===== src/rtl/pcps_pkg.sv =====
// Shared types, codes and constants of the poll credit packet scheduler.
`default_nettype none

package pcps_pkg;

    // Default storage sizes
    localparam int PENDING_DEPTH_DEF = 16;
    localparam int POLL_SLOTS_DEF    = 16;

    // Field widths
    localparam int TIME_W   = 32;
    localparam int TYPE_W   = 8;
    localparam int TAG_W    = 16;
    localparam int LEN_W    = 16;
    localparam int ACT_W    = 2;
    localparam int COUNT_W  = 5;
    localparam int MP_W     = 5;
    localparam int IVL_W    = 16;
    localparam int PKT_W    = TYPE_W + TAG_W + LEN_W;
    localparam int WIN_W    = IVL_W + MP_W + 1;
    localparam int IN_W     = 72;
    localparam int OUT_W    = 56;
    localparam int CFG_IDX_W  = 2;
    localparam int CFG_DATA_W = 16;

    // Reset values of the registers
    localparam logic [MP_W-1:0]  MAX_POLLS_RST   = '0;
    localparam logic [IVL_W-1:0] POLL_PERIOD_RST = 16'd1000;

    // Register indexes
    localparam logic [CFG_IDX_W-1:0] REG_MAX_POLLS   = 2'd0;
    localparam logic [CFG_IDX_W-1:0] REG_POLL_PERIOD = 2'd1;

    // Result action codes
    typedef enum logic [ACT_W-1:0] {
        ACT_SENT    = 2'd0,
        ACT_QUEUED  = 2'd1,
        ACT_DROPPED = 2'd2,
        ACT_NONE    = 2'd3
    } pcps_action_t;

    // Sequencer states
    typedef enum logic [1:0] {
        ST_IDLE,
        ST_PREP,
        ST_SCHED,
        ST_DONE
    } pcps_state_t;

    // Command to a cell chain
    typedef struct packed {
        logic push;
        logic pop;
    } pcps_chain_cmd_t;

endpackage

`default_nettype wire


===== src/rtl/pcps_cell.sv =====
// One storage cell of a shifting FIFO chain.
`default_nettype none

module pcps_cell #(
    parameter int WIDTH = 32
) (
    input  wire logic             aclk,
    input  wire logic             shift,
    input  wire logic             load,
    input  wire logic [WIDTH-1:0] din,
    input  wire logic [WIDTH-1:0] nb_q,
    output logic      [WIDTH-1:0] q
);

    logic [WIDTH-1:0] q_reg;

    // Load a new entry, else take the neighbor's entry on a pop
    always_ff @(posedge aclk) begin
        if (load) begin
            q_reg <= din;
        end else if (shift) begin
            q_reg <= nb_q;
        end
    end

    assign q = q_reg;

endmodule

`default_nettype wire


===== src/rtl/pcps_chain.sv =====
// Shifting FIFO built from a row of cells; the head sits in cell 0.
`default_nettype none

module pcps_chain
    import pcps_pkg::*;
#(
    parameter int WIDTH = 32,
    parameter int DEPTH = 16
) (
    input  wire logic                           aclk,
    input  wire logic                           aresetn,
    input  wire pcps_chain_cmd_t                cmd,
    input  wire logic [WIDTH-1:0]               din,
    output logic      [WIDTH-1:0]               head,
    output logic      [$clog2(DEPTH+1)-1:0]     fill
);

    localparam int CW = $clog2(DEPTH + 1);

    logic [CW-1:0]    fill_reg;
    logic [CW-1:0]    fill_next;
    logic [CW-1:0]    widx;
    logic [WIDTH-1:0] q [DEPTH];

    // Write position: one lower when the chain shifts in the same cycle
    assign widx = cmd.pop ? (fill_reg - CW'(1)) : fill_reg;

    always_comb begin
        fill_next = fill_reg;
        if (cmd.push && !cmd.pop) begin
            fill_next = fill_reg + CW'(1);
        end else if (cmd.pop && !cmd.push) begin
            fill_next = fill_reg - CW'(1);
        end
    end

    always_ff @(posedge aclk) begin
        if (!aresetn) begin
            fill_reg <= '0;
        end else begin
            fill_reg <= fill_next;
        end
    end

    // Row of cells, each fed by its right-hand neighbor
    for (genvar i = 0; i < DEPTH; i++) begin : g_cell
        logic [WIDTH-1:0] nb;
        if (i == DEPTH - 1) begin : g_last
            assign nb = '0;
        end else begin : g_mid
            assign nb = q[i+1];
        end
        pcps_cell #(
            .WIDTH (WIDTH)
        ) u_cell (
            .aclk  (aclk),
            .shift (cmd.pop),
            .load  (cmd.push && (widx == CW'(i))),
            .din   (din),
            .nb_q  (nb),
            .q     (q[i])
        );
    end

    assign head = q[0];
    assign fill = fill_reg;

    // Never pop an empty chain
    a_no_underflow: assert property (@(posedge aclk) disable iff (!aresetn)
        cmd.pop |-> (fill_reg != '0))
        else $error("chain popped while empty");

    // Never push into a full chain without a pop
    a_no_overflow: assert property (@(posedge aclk) disable iff (!aresetn)
        (cmd.push && !cmd.pop) |-> (fill_reg != CW'(DEPTH)))
        else $error("chain pushed while full");

    // Fill stays within the depth
    a_fill_range: assert property (@(posedge aclk) disable iff (!aresetn)
        fill_reg <= CW'(DEPTH))
        else $error("chain fill out of range");

endmodule

`default_nettype wire


===== src/rtl/poll_credit_packet_scheduler.sv =====
// Poll credit packet scheduler: one client's reply scheduling top level.
//
// Input channel s_*: one beat is a poll (s_tuser = 0) or a packet to send
// (s_tuser = 1); s_tdata carries time stamp, type, tag and length.
// Result channel m_*: exactly one beat per input beat, telling whether the
// packet was sent, queued, queued with the oldest dropped, or nothing sent,
// plus the pending and poll counts after the step.
// Config channel cfg_*: register 0 max_polls, register 1 poll period;
// write only while the block is idle. cfg_ready is always high.
// An accepted beat passes through a prepare step, then scheduling, where
// expired poll stamps are discarded one per cycle from the head of the poll
// cell chain, then a done step that hands the result to the output register.
// A poll with nothing pending skips scheduling. One item is in flight at a
// time; the next beat is accepted once the result has moved into the output
// register.
// Reset clears both queues and the counts and sets max_polls to 0 and the
// poll period to 1000. When m_tready is low the result holds in the output
// register; the block can finish one more item and then holds s_tready low.
`default_nettype none

module poll_credit_packet_scheduler
    import pcps_pkg::*;
#(
    parameter int PENDING_DEPTH = PENDING_DEPTH_DEF,
    parameter int POLL_SLOTS    = POLL_SLOTS_DEF
) (
    input  wire logic                  aclk,
    input  wire logic                  aresetn,
    // Config write
    input  wire logic                  cfg_valid,
    output logic                       cfg_ready,
    input  wire logic [CFG_IDX_W-1:0]  cfg_index,
    input  wire logic [CFG_DATA_W-1:0] cfg_data,
    // Input stream
    input  wire logic                  s_tvalid,
    output logic                       s_tready,
    // s_tdata: now_time[31:0], pkt_type[39:32], pkt_tag[55:40], pkt_length[71:56]
    input  wire logic [IN_W-1:0]       s_tdata,
    // s_tuser: mode (0 poll, 1 packet)
    input  wire logic                  s_tuser,
    // Result stream
    output logic                       m_tvalid,
    input  wire logic                  m_tready,
    // m_tdata: action[1:0], out_type[9:2], out_tag[25:10], out_length[41:26],
    //          pending_count[46:42], poll_count[51:47], zero[55:52]
    output logic      [OUT_W-1:0]      m_tdata
);

    localparam int PEND_CW = $clog2(PENDING_DEPTH + 1);
    localparam int POLL_CW = $clog2(POLL_SLOTS + 1);
    localparam int CMP_W   = (POLL_CW > MP_W) ? POLL_CW : MP_W;

    pcps_state_t            state_reg, state_next;
    logic                   mode_reg, mode_next;
    logic [TIME_W-1:0]      now_reg, now_next;
    logic [TYPE_W-1:0]      pkt_type_reg, pkt_type_next;
    logic [TAG_W-1:0]       pkt_tag_reg, pkt_tag_next;
    logic [LEN_W-1:0]       pkt_len_reg, pkt_len_next;
    logic [WIN_W-1:0]       window_reg, window_next;
    pcps_action_t           res_action_reg, res_action_next;
    logic [TAG_W-1:0]       res_tag_reg, res_tag_next;
    logic [MP_W-1:0]        max_polls_reg;
    logic [IVL_W-1:0]       poll_period_reg;
    logic [OUT_W-1:0]       out_data_reg, out_data_next;
    logic                   out_valid_reg, out_valid_next;

    pcps_chain_cmd_t        poll_cmd, pend_cmd;
    logic [TIME_W-1:0]      poll_head;
    logic [POLL_CW-1:0]     poll_fill;
    logic [PKT_W-1:0]       pend_head;
    logic [PKT_W-1:0]       pend_din;
    logic [PEND_CW-1:0]     pend_fill;

    logic [CMP_W-1:0]       poll_cap;
    logic                   poll_drop;
    logic                   pend_full;
    logic                   stamp_fresh;
    logic [MP_W:0]          mp_plus;
    logic [TYPE_W-1:0]      res_type;
    logic [LEN_W-1:0]       res_len;

    // Config registers
    assign cfg_ready = 1'b1;

    always_ff @(posedge aclk) begin
        if (!aresetn) begin
            max_polls_reg   <= MAX_POLLS_RST;
            poll_period_reg <= POLL_PERIOD_RST;
        end else if (cfg_valid) begin
            unique case (cfg_index)
                REG_MAX_POLLS:   max_polls_reg   <= cfg_data[MP_W-1:0];
                REG_POLL_PERIOD: poll_period_reg <= cfg_data;
                default: ;
            endcase
        end
    end

    // Poll stamp chain and pending packet chain
    pcps_chain #(
        .WIDTH (TIME_W),
        .DEPTH (POLL_SLOTS)
    ) u_poll_chain (
        .aclk    (aclk),
        .aresetn (aresetn),
        .cmd     (poll_cmd),
        .din     (now_reg),
        .head    (poll_head),
        .fill    (poll_fill)
    );

    assign pend_din = {pkt_len_reg, pkt_tag_reg, pkt_type_reg};

    pcps_chain #(
        .WIDTH (PKT_W),
        .DEPTH (PENDING_DEPTH)
    ) u_pend_chain (
        .aclk    (aclk),
        .aresetn (aresetn),
        .cmd     (pend_cmd),
        .din     (pend_din),
        .head    (pend_head),
        .fill    (pend_fill)
    );

    // Poll capacity: max_polls, at least one, at most the chain depth
    always_comb begin
        if (max_polls_reg == '0) begin
            poll_cap = CMP_W'(1);
        end else if (CMP_W'(max_polls_reg) > CMP_W'(POLL_SLOTS)) begin
            poll_cap = CMP_W'(POLL_SLOTS);
        end else begin
            poll_cap = CMP_W'(max_polls_reg);
        end
    end

    assign poll_drop   = CMP_W'(poll_fill) >= poll_cap;
    assign pend_full   = pend_fill == PEND_CW'(PENDING_DEPTH);
    assign mp_plus     = {1'b0, max_polls_reg} + (MP_W+1)'(1);
    assign stamp_fresh = (now_reg - poll_head) < TIME_W'(window_reg);

    // Sent packets report their type and length, others report zero
    assign res_type = (res_action_reg == ACT_SENT) ? pkt_type_reg : '0;
    assign res_len  = (res_action_reg == ACT_SENT) ? pkt_len_reg  : '0;

    // Sequencer: next state, chain commands and result
    always_comb begin
        state_next      = state_reg;
        mode_next       = mode_reg;
        now_next        = now_reg;
        pkt_type_next   = pkt_type_reg;
        pkt_tag_next    = pkt_tag_reg;
        pkt_len_next    = pkt_len_reg;
        window_next     = window_reg;
        res_action_next = res_action_reg;
        res_tag_next    = res_tag_reg;
        out_data_next   = out_data_reg;
        out_valid_next  = out_valid_reg && !m_tready;
        poll_cmd        = '0;
        pend_cmd        = '0;
        s_tready        = 1'b0;

        unique case (state_reg)
            ST_IDLE: begin
                s_tready = 1'b1;
                if (s_tvalid) begin
                    mode_next     = s_tuser;
                    now_next      = s_tdata[31:0];
                    pkt_type_next = s_tdata[39:32];
                    pkt_tag_next  = s_tdata[55:40];
                    pkt_len_next  = s_tdata[71:56];
                    state_next    = ST_PREP;
                end
            end
            ST_PREP: begin
                window_next = WIN_W'(poll_period_reg) * WIN_W'(mp_plus);
                if (!mode_reg) begin
                    // Record the poll, dropping the oldest stamp at capacity
                    poll_cmd.push = 1'b1;
                    poll_cmd.pop  = poll_drop;
                    if (pend_fill != '0) begin
                        // Release the oldest pending packet
                        pend_cmd.pop  = 1'b1;
                        pkt_type_next = pend_head[7:0];
                        pkt_tag_next  = pend_head[23:8];
                        pkt_len_next  = pend_head[39:24];
                        state_next    = ST_SCHED;
                    end else begin
                        res_action_next = ACT_NONE;
                        res_tag_next    = '0;
                        state_next      = ST_DONE;
                    end
                end else begin
                    state_next = ST_SCHED;
                end
            end
            ST_SCHED: begin
                if (max_polls_reg == '0) begin
                    res_action_next = ACT_SENT;
                    res_tag_next    = pkt_tag_reg;
                    state_next      = ST_DONE;
                end else if (poll_fill != '0) begin
                    // Consume one stamp; a fresh one pays for the send
                    poll_cmd.pop = 1'b1;
                    if (stamp_fresh) begin
                        res_action_next = ACT_SENT;
                        res_tag_next    = pkt_tag_reg;
                        state_next      = ST_DONE;
                    end
                end else begin
                    // Queue the packet, dropping the oldest when full
                    pend_cmd.push = 1'b1;
                    if (pend_full) begin
                        pend_cmd.pop    = 1'b1;
                        res_action_next = ACT_DROPPED;
                        res_tag_next    = pend_head[23:8];
                    end else begin
                        res_action_next = ACT_QUEUED;
                        res_tag_next    = '0;
                    end
                    state_next = ST_DONE;
                end
            end
            ST_DONE: begin
                // Hand the result to the output register once it is free
                if (!out_valid_reg || m_tready) begin
                    out_data_next = {4'b0, COUNT_W'(poll_fill), COUNT_W'(pend_fill),
                                     res_len, res_tag_reg, res_type, res_action_reg};
                    out_valid_next = 1'b1;
                    state_next     = ST_IDLE;
                end
            end
            default: state_next = ST_IDLE;
        endcase
    end

    // Control registers
    always_ff @(posedge aclk) begin
        if (!aresetn) begin
            state_reg     <= ST_IDLE;
            out_valid_reg <= 1'b0;
        end else begin
            state_reg     <= state_next;
            out_valid_reg <= out_valid_next;
        end
    end

    // Payload registers
    always_ff @(posedge aclk) begin
        mode_reg       <= mode_next;
        now_reg        <= now_next;
        pkt_type_reg   <= pkt_type_next;
        pkt_tag_reg    <= pkt_tag_next;
        pkt_len_reg    <= pkt_len_next;
        window_reg     <= window_next;
        res_action_reg <= res_action_next;
        res_tag_reg    <= res_tag_next;
        out_data_reg   <= out_data_next;
    end

    assign m_tvalid = out_valid_reg;
    assign m_tdata  = out_data_reg;

    // A new result appears only after the sequencer finished an item
    a_result_from_done: assert property (@(posedge aclk) disable iff (!aresetn)
        (out_valid_reg && $past(out_valid_reg) && $past(m_tready)) |->
            $past(state_reg == ST_DONE))
        else $error("result loaded outside the done step");

    // In scheduling, stamps are only consumed while credit is in use
    a_scan_credit: assert property (@(posedge aclk) disable iff (!aresetn)
        (state_reg == ST_SCHED && poll_cmd.pop) |-> (max_polls_reg != '0))
        else $error("poll stamp consumed with direct reply");

    // An item is accepted only with no other item in flight
    a_single_item: assert property (@(posedge aclk) disable iff (!aresetn)
        (s_tvalid && s_tready) |=> (state_reg == ST_PREP))
        else $error("accepted item did not start");

endmodule

`default_nettype wire


===== config.mk =====
export PLATFORM = sky130hd
export DESIGN_NAME = poll_credit_packet_scheduler
export DESIGN_NICKNAME = d
export VERILOG_FILES = /design/src/rtl/pcps_pkg.sv /design/src/rtl/pcps_cell.sv /design/src/rtl/pcps_chain.sv /design/src/rtl/poll_credit_packet_scheduler.sv
export SDC_FILE = /design/constraint.sdc
export NUM_CORES = 2
export LEC_CHECK = 0
export ABC_CLOCK_PERIOD_IN_PS = 10200
export BUFFER_PORTS_ARGS = -buffer_cell sky130_fd_sc_hd__buf_2
export CAP_MARGIN = 40
export CORE_ASPECT_RATIO = 1.1
export CORE_MARGIN = 3
export CORE_UTILIZATION = 60
export CTS_CLUSTER_DIAMETER = 150
export DETAILED_ROUTE_END_ITERATION = 12
export GPL_TIMING_DRIVEN = 0
export HOLD_SLACK_MARGIN = 0.15
export PLACE_DENSITY = 0.78
export SYNTH_ARGS = -nofsm -noshare
export SYNTH_HDL_FRONTEND = slang
export SYNTH_SLANG_ARGS = --single-unit

===== constraint.sdc =====
create_clock -name aclk -period 10.2 [get_ports aclk]
set_input_delay 0.51 -clock aclk [delete_from_list [all_inputs] [get_ports aclk]]
set_output_delay 0.51 -clock aclk [all_outputs]
set_load 0.02 [all_outputs]

==> reports/metrics.cfg <==
[status]
run_status=finished clean

[route]
vias=35700
drt_iter0_markers=3819
drt_wl_total_mm=154
vias_per_cell=6.15
routedWlPerCell_um=26.6
drtPass1Iterations=5
drtAntennaViolNets=0
drc=0

[synthesis]
synth_edf_count=1317
ys_ff_latch=1351
yosysWarningCount=0
ys.flop_type=edfxtp_1
yosys.cell_types.count=86
yosysSeqAreaShare_pct=64.6
async_flop_share_pct=0
syn_inst=3880
postSynthAreaPerCell_um2=16.0
netlist_area_mm2=0.0622

[worst_setup_path]
cp.required_ns=10.65
start_kind=flip-flop
arrival_ns=8.16
critPathBufInv=4
crit_path_cell_trace=clkbuf_1 -> inv_1 -> ha_1 -> inv_1 -> fa_1 -> a21oi_1 -> o211ai_1 -> o21ai_0 -> o31ai_1 -> a41o_1 -> a21o_1 -> a21oi_1 -> xnor2_1 -> ha_1 -> a21o_1 -> a211oi_1 -> o21ai_0 -> or4_1 -> nor4_2 -> o2111ai_1 -> or4_1 -> and2_1 -> nor2_2 -> buf_8
cp-end-kind=flip-flop
cpPeakStageDelay_ns=0.73
cpMaxStageDelayCell=o31ai_1
critPathKind=flip-flop to flip-flop
cp_top_family=compound AO/OA/AOI/OAI gates
cp_max_fo=13

[clocking]
clk_latency_ns=0.75
cts_tree=built
cts_setup_buffers=0
clockRootBuffer=clkbuf_16
path_clk_slew_ns=0.06
cts_sinks=1351
clk_path_buf_depth=3
cts_inserted_buffers=137
hold_buffers=92
htree_levels=4
post_cts_resized=0

[global_route]
overflow=0
gr-usage-all-layers_pct=28.8
grt_max_degree=41
grt_pass1_wl_mm=230
grt_pass1_vias=36400
antenna_found_initial=7

[layout]
fin_cells=5802
layout-drive-gt1-share_pct=36.6
layout_common_cells=edfxtp_1, mux2_2, buf_2
largest_register_ffs=640
final_common_cell=edfxtp_1
area_delta_synth_final_pct=14.8
layout.nets=4572

[sta]
hold_viol=0
fin_tns_setup_ns=0
worst_pin_slew_ns=0.898
fin_crit_sh_pct=75.5
clock.fmax_mhz=130
rsz0062_at_grt=false
layout_min_cycle_time_ns=7.70
setup_viol=0
finalMaxSlewViolations=0
max-slew-margin-rel_pct=40.1
fin_skew_ns=0.0336

[floorplanning]
dieArea_mm2=0.108
die_w_um=313
ioPinCount=155
rows=123
design.core.area_mm2=0.103
fp.dieH_um=344
start_util_pct=60.6

[pwr]
leakagePower_uw=0.0250
ir_worst_vdd_mv=0.167
power_density_mw_per_mm2=218

[worst_hold_path]
hp-class=input port to flip-flop

[placement]
portBuffers=149
dp.cells=5462
place.gp.congestion=0.883
dpl.hpwl_mm=99.9

[run]
cap_violations=0

[layout make-up]
class / instances / area (um^2)
flip-flops and latches: 1351 / 40200
clock inverters: 77 / 797
fillers: 6495 / 31200
well taps: 1375 / 1720
inverters: 148 / 556
diodes: 1 / 2.50
clock buffers: 169 / 3680
plain buffers: 244 / 1130
multi-input cells: 2140 / 20500
repair buffers: 297 / 2870
[cells by family after synthesis]
family	synth area share (%)
flip-flops	64.6
multiplexers	20.8
AND/OR/NAND/NOR	4.91
buffers and inverters	2.71
AO/OA/AOI/OAI	2.36
adder cells (fa/ha/maj)	3.87
XOR/XNOR	0.734
other	0.0121
[report_power, final]
group | leakage (uW) | internal (uW) | switching [uW]
logic | 0.0107 | 1150 | 2030
clock network | 0.00218 | 2940 | 2150
registers | 0.0121 | 6880 | 403
[synthesized netlist by cell type, types with 39 or more instances]
library cell / number / area, um^2
a21oi_1: 67 / 335
and2_1: 124 / 776
and3_1: 56 / 350
buf_2: 89 / 445
clkbuf_1: 126 / 473
edfxtp_1: 1317 / 39500
fa_1: 58 / 1160
ha_1: 99 / 1240
inv_1: 146 / 548
mux2_1: 85 / 957
mux2_2: 1000 / 11300
mux2_4: 39 / 586
nand2_1: 163 / 612
nor2_1: 64 / 240
o21ai_0: 39 / 195
[worst reg2reg max path, stage by stage (launching register included)]
cell and delay, ns:
edfxtp_1 0.49, clkbuf_1 0.47, inv_1 0.11, ha_1 0.25, inv_1 0.08, fa_1 0.21, a21oi_1 0.12, o211ai_1 0.23
o21ai_0 0.23, o31ai_1 0.73, a41o_1 0.35, a21o_1 0.13, a21oi_1 0.07, xnor2_1 0.37, ha_1 0.33, a21o_1 0.16
a211oi_1 0.22, o21ai_0 0.29, or4_1 0.66, nor4_2 0.19, o2111ai_1 0.15, or4_1 0.64, and2_1 0.26, nor2_2 0.41
buf_8 0.25
[routing by layer]
metal / vias to the layer above / track usage (%) / wire length (um)
li1: 15500 / - / -
met1: 18200 / 39.8 / 62200
met4: 2 / 11.6 / 6330
met2: 1707 / 46.2 / 73000
met5: - / 0 / 11
met3: 349 / 4.70 / 12800
[path summary, 6_finish.rpt]
path	start	end	slack, ns	depth (start not counted)
worst max register to register	now_reg[0]$_DFFE_PP_	res_tag_reg[4]$_SDFFCE_PN0P_	2.50	24
worst min register to register	res_tag_reg[0]$_SDFFCE_PN0P_	m_tdata[10]$_DFFE_PP_	0.42	0
worst max-delay path	now_reg[0]$_DFFE_PP_	res_tag_reg[4]$_SDFFCE_PN0P_	2.50	24
worst min-delay path	s_tdata[42]	pkt_tag_reg[2]$_DFFE_PP_	0.22	2
[per-stage QoR]
step	total power (uW)	util, %	hold slack [ns]	setup WS [ns]	cell area, um^2
floorplan	9150	-	0.400	4.29	62300
global placement	10300	63.1	0.407	0.170	64700
detailed placement	10500	64.3	0.405	2.58	66000
CTS	15600	69.6	0.155	2.53	71400
global route	16100	69.6	0.172	2.27	71500
finish	15600	69.6	0.219	2.50	71500
(Power assumes the default switching activity.)
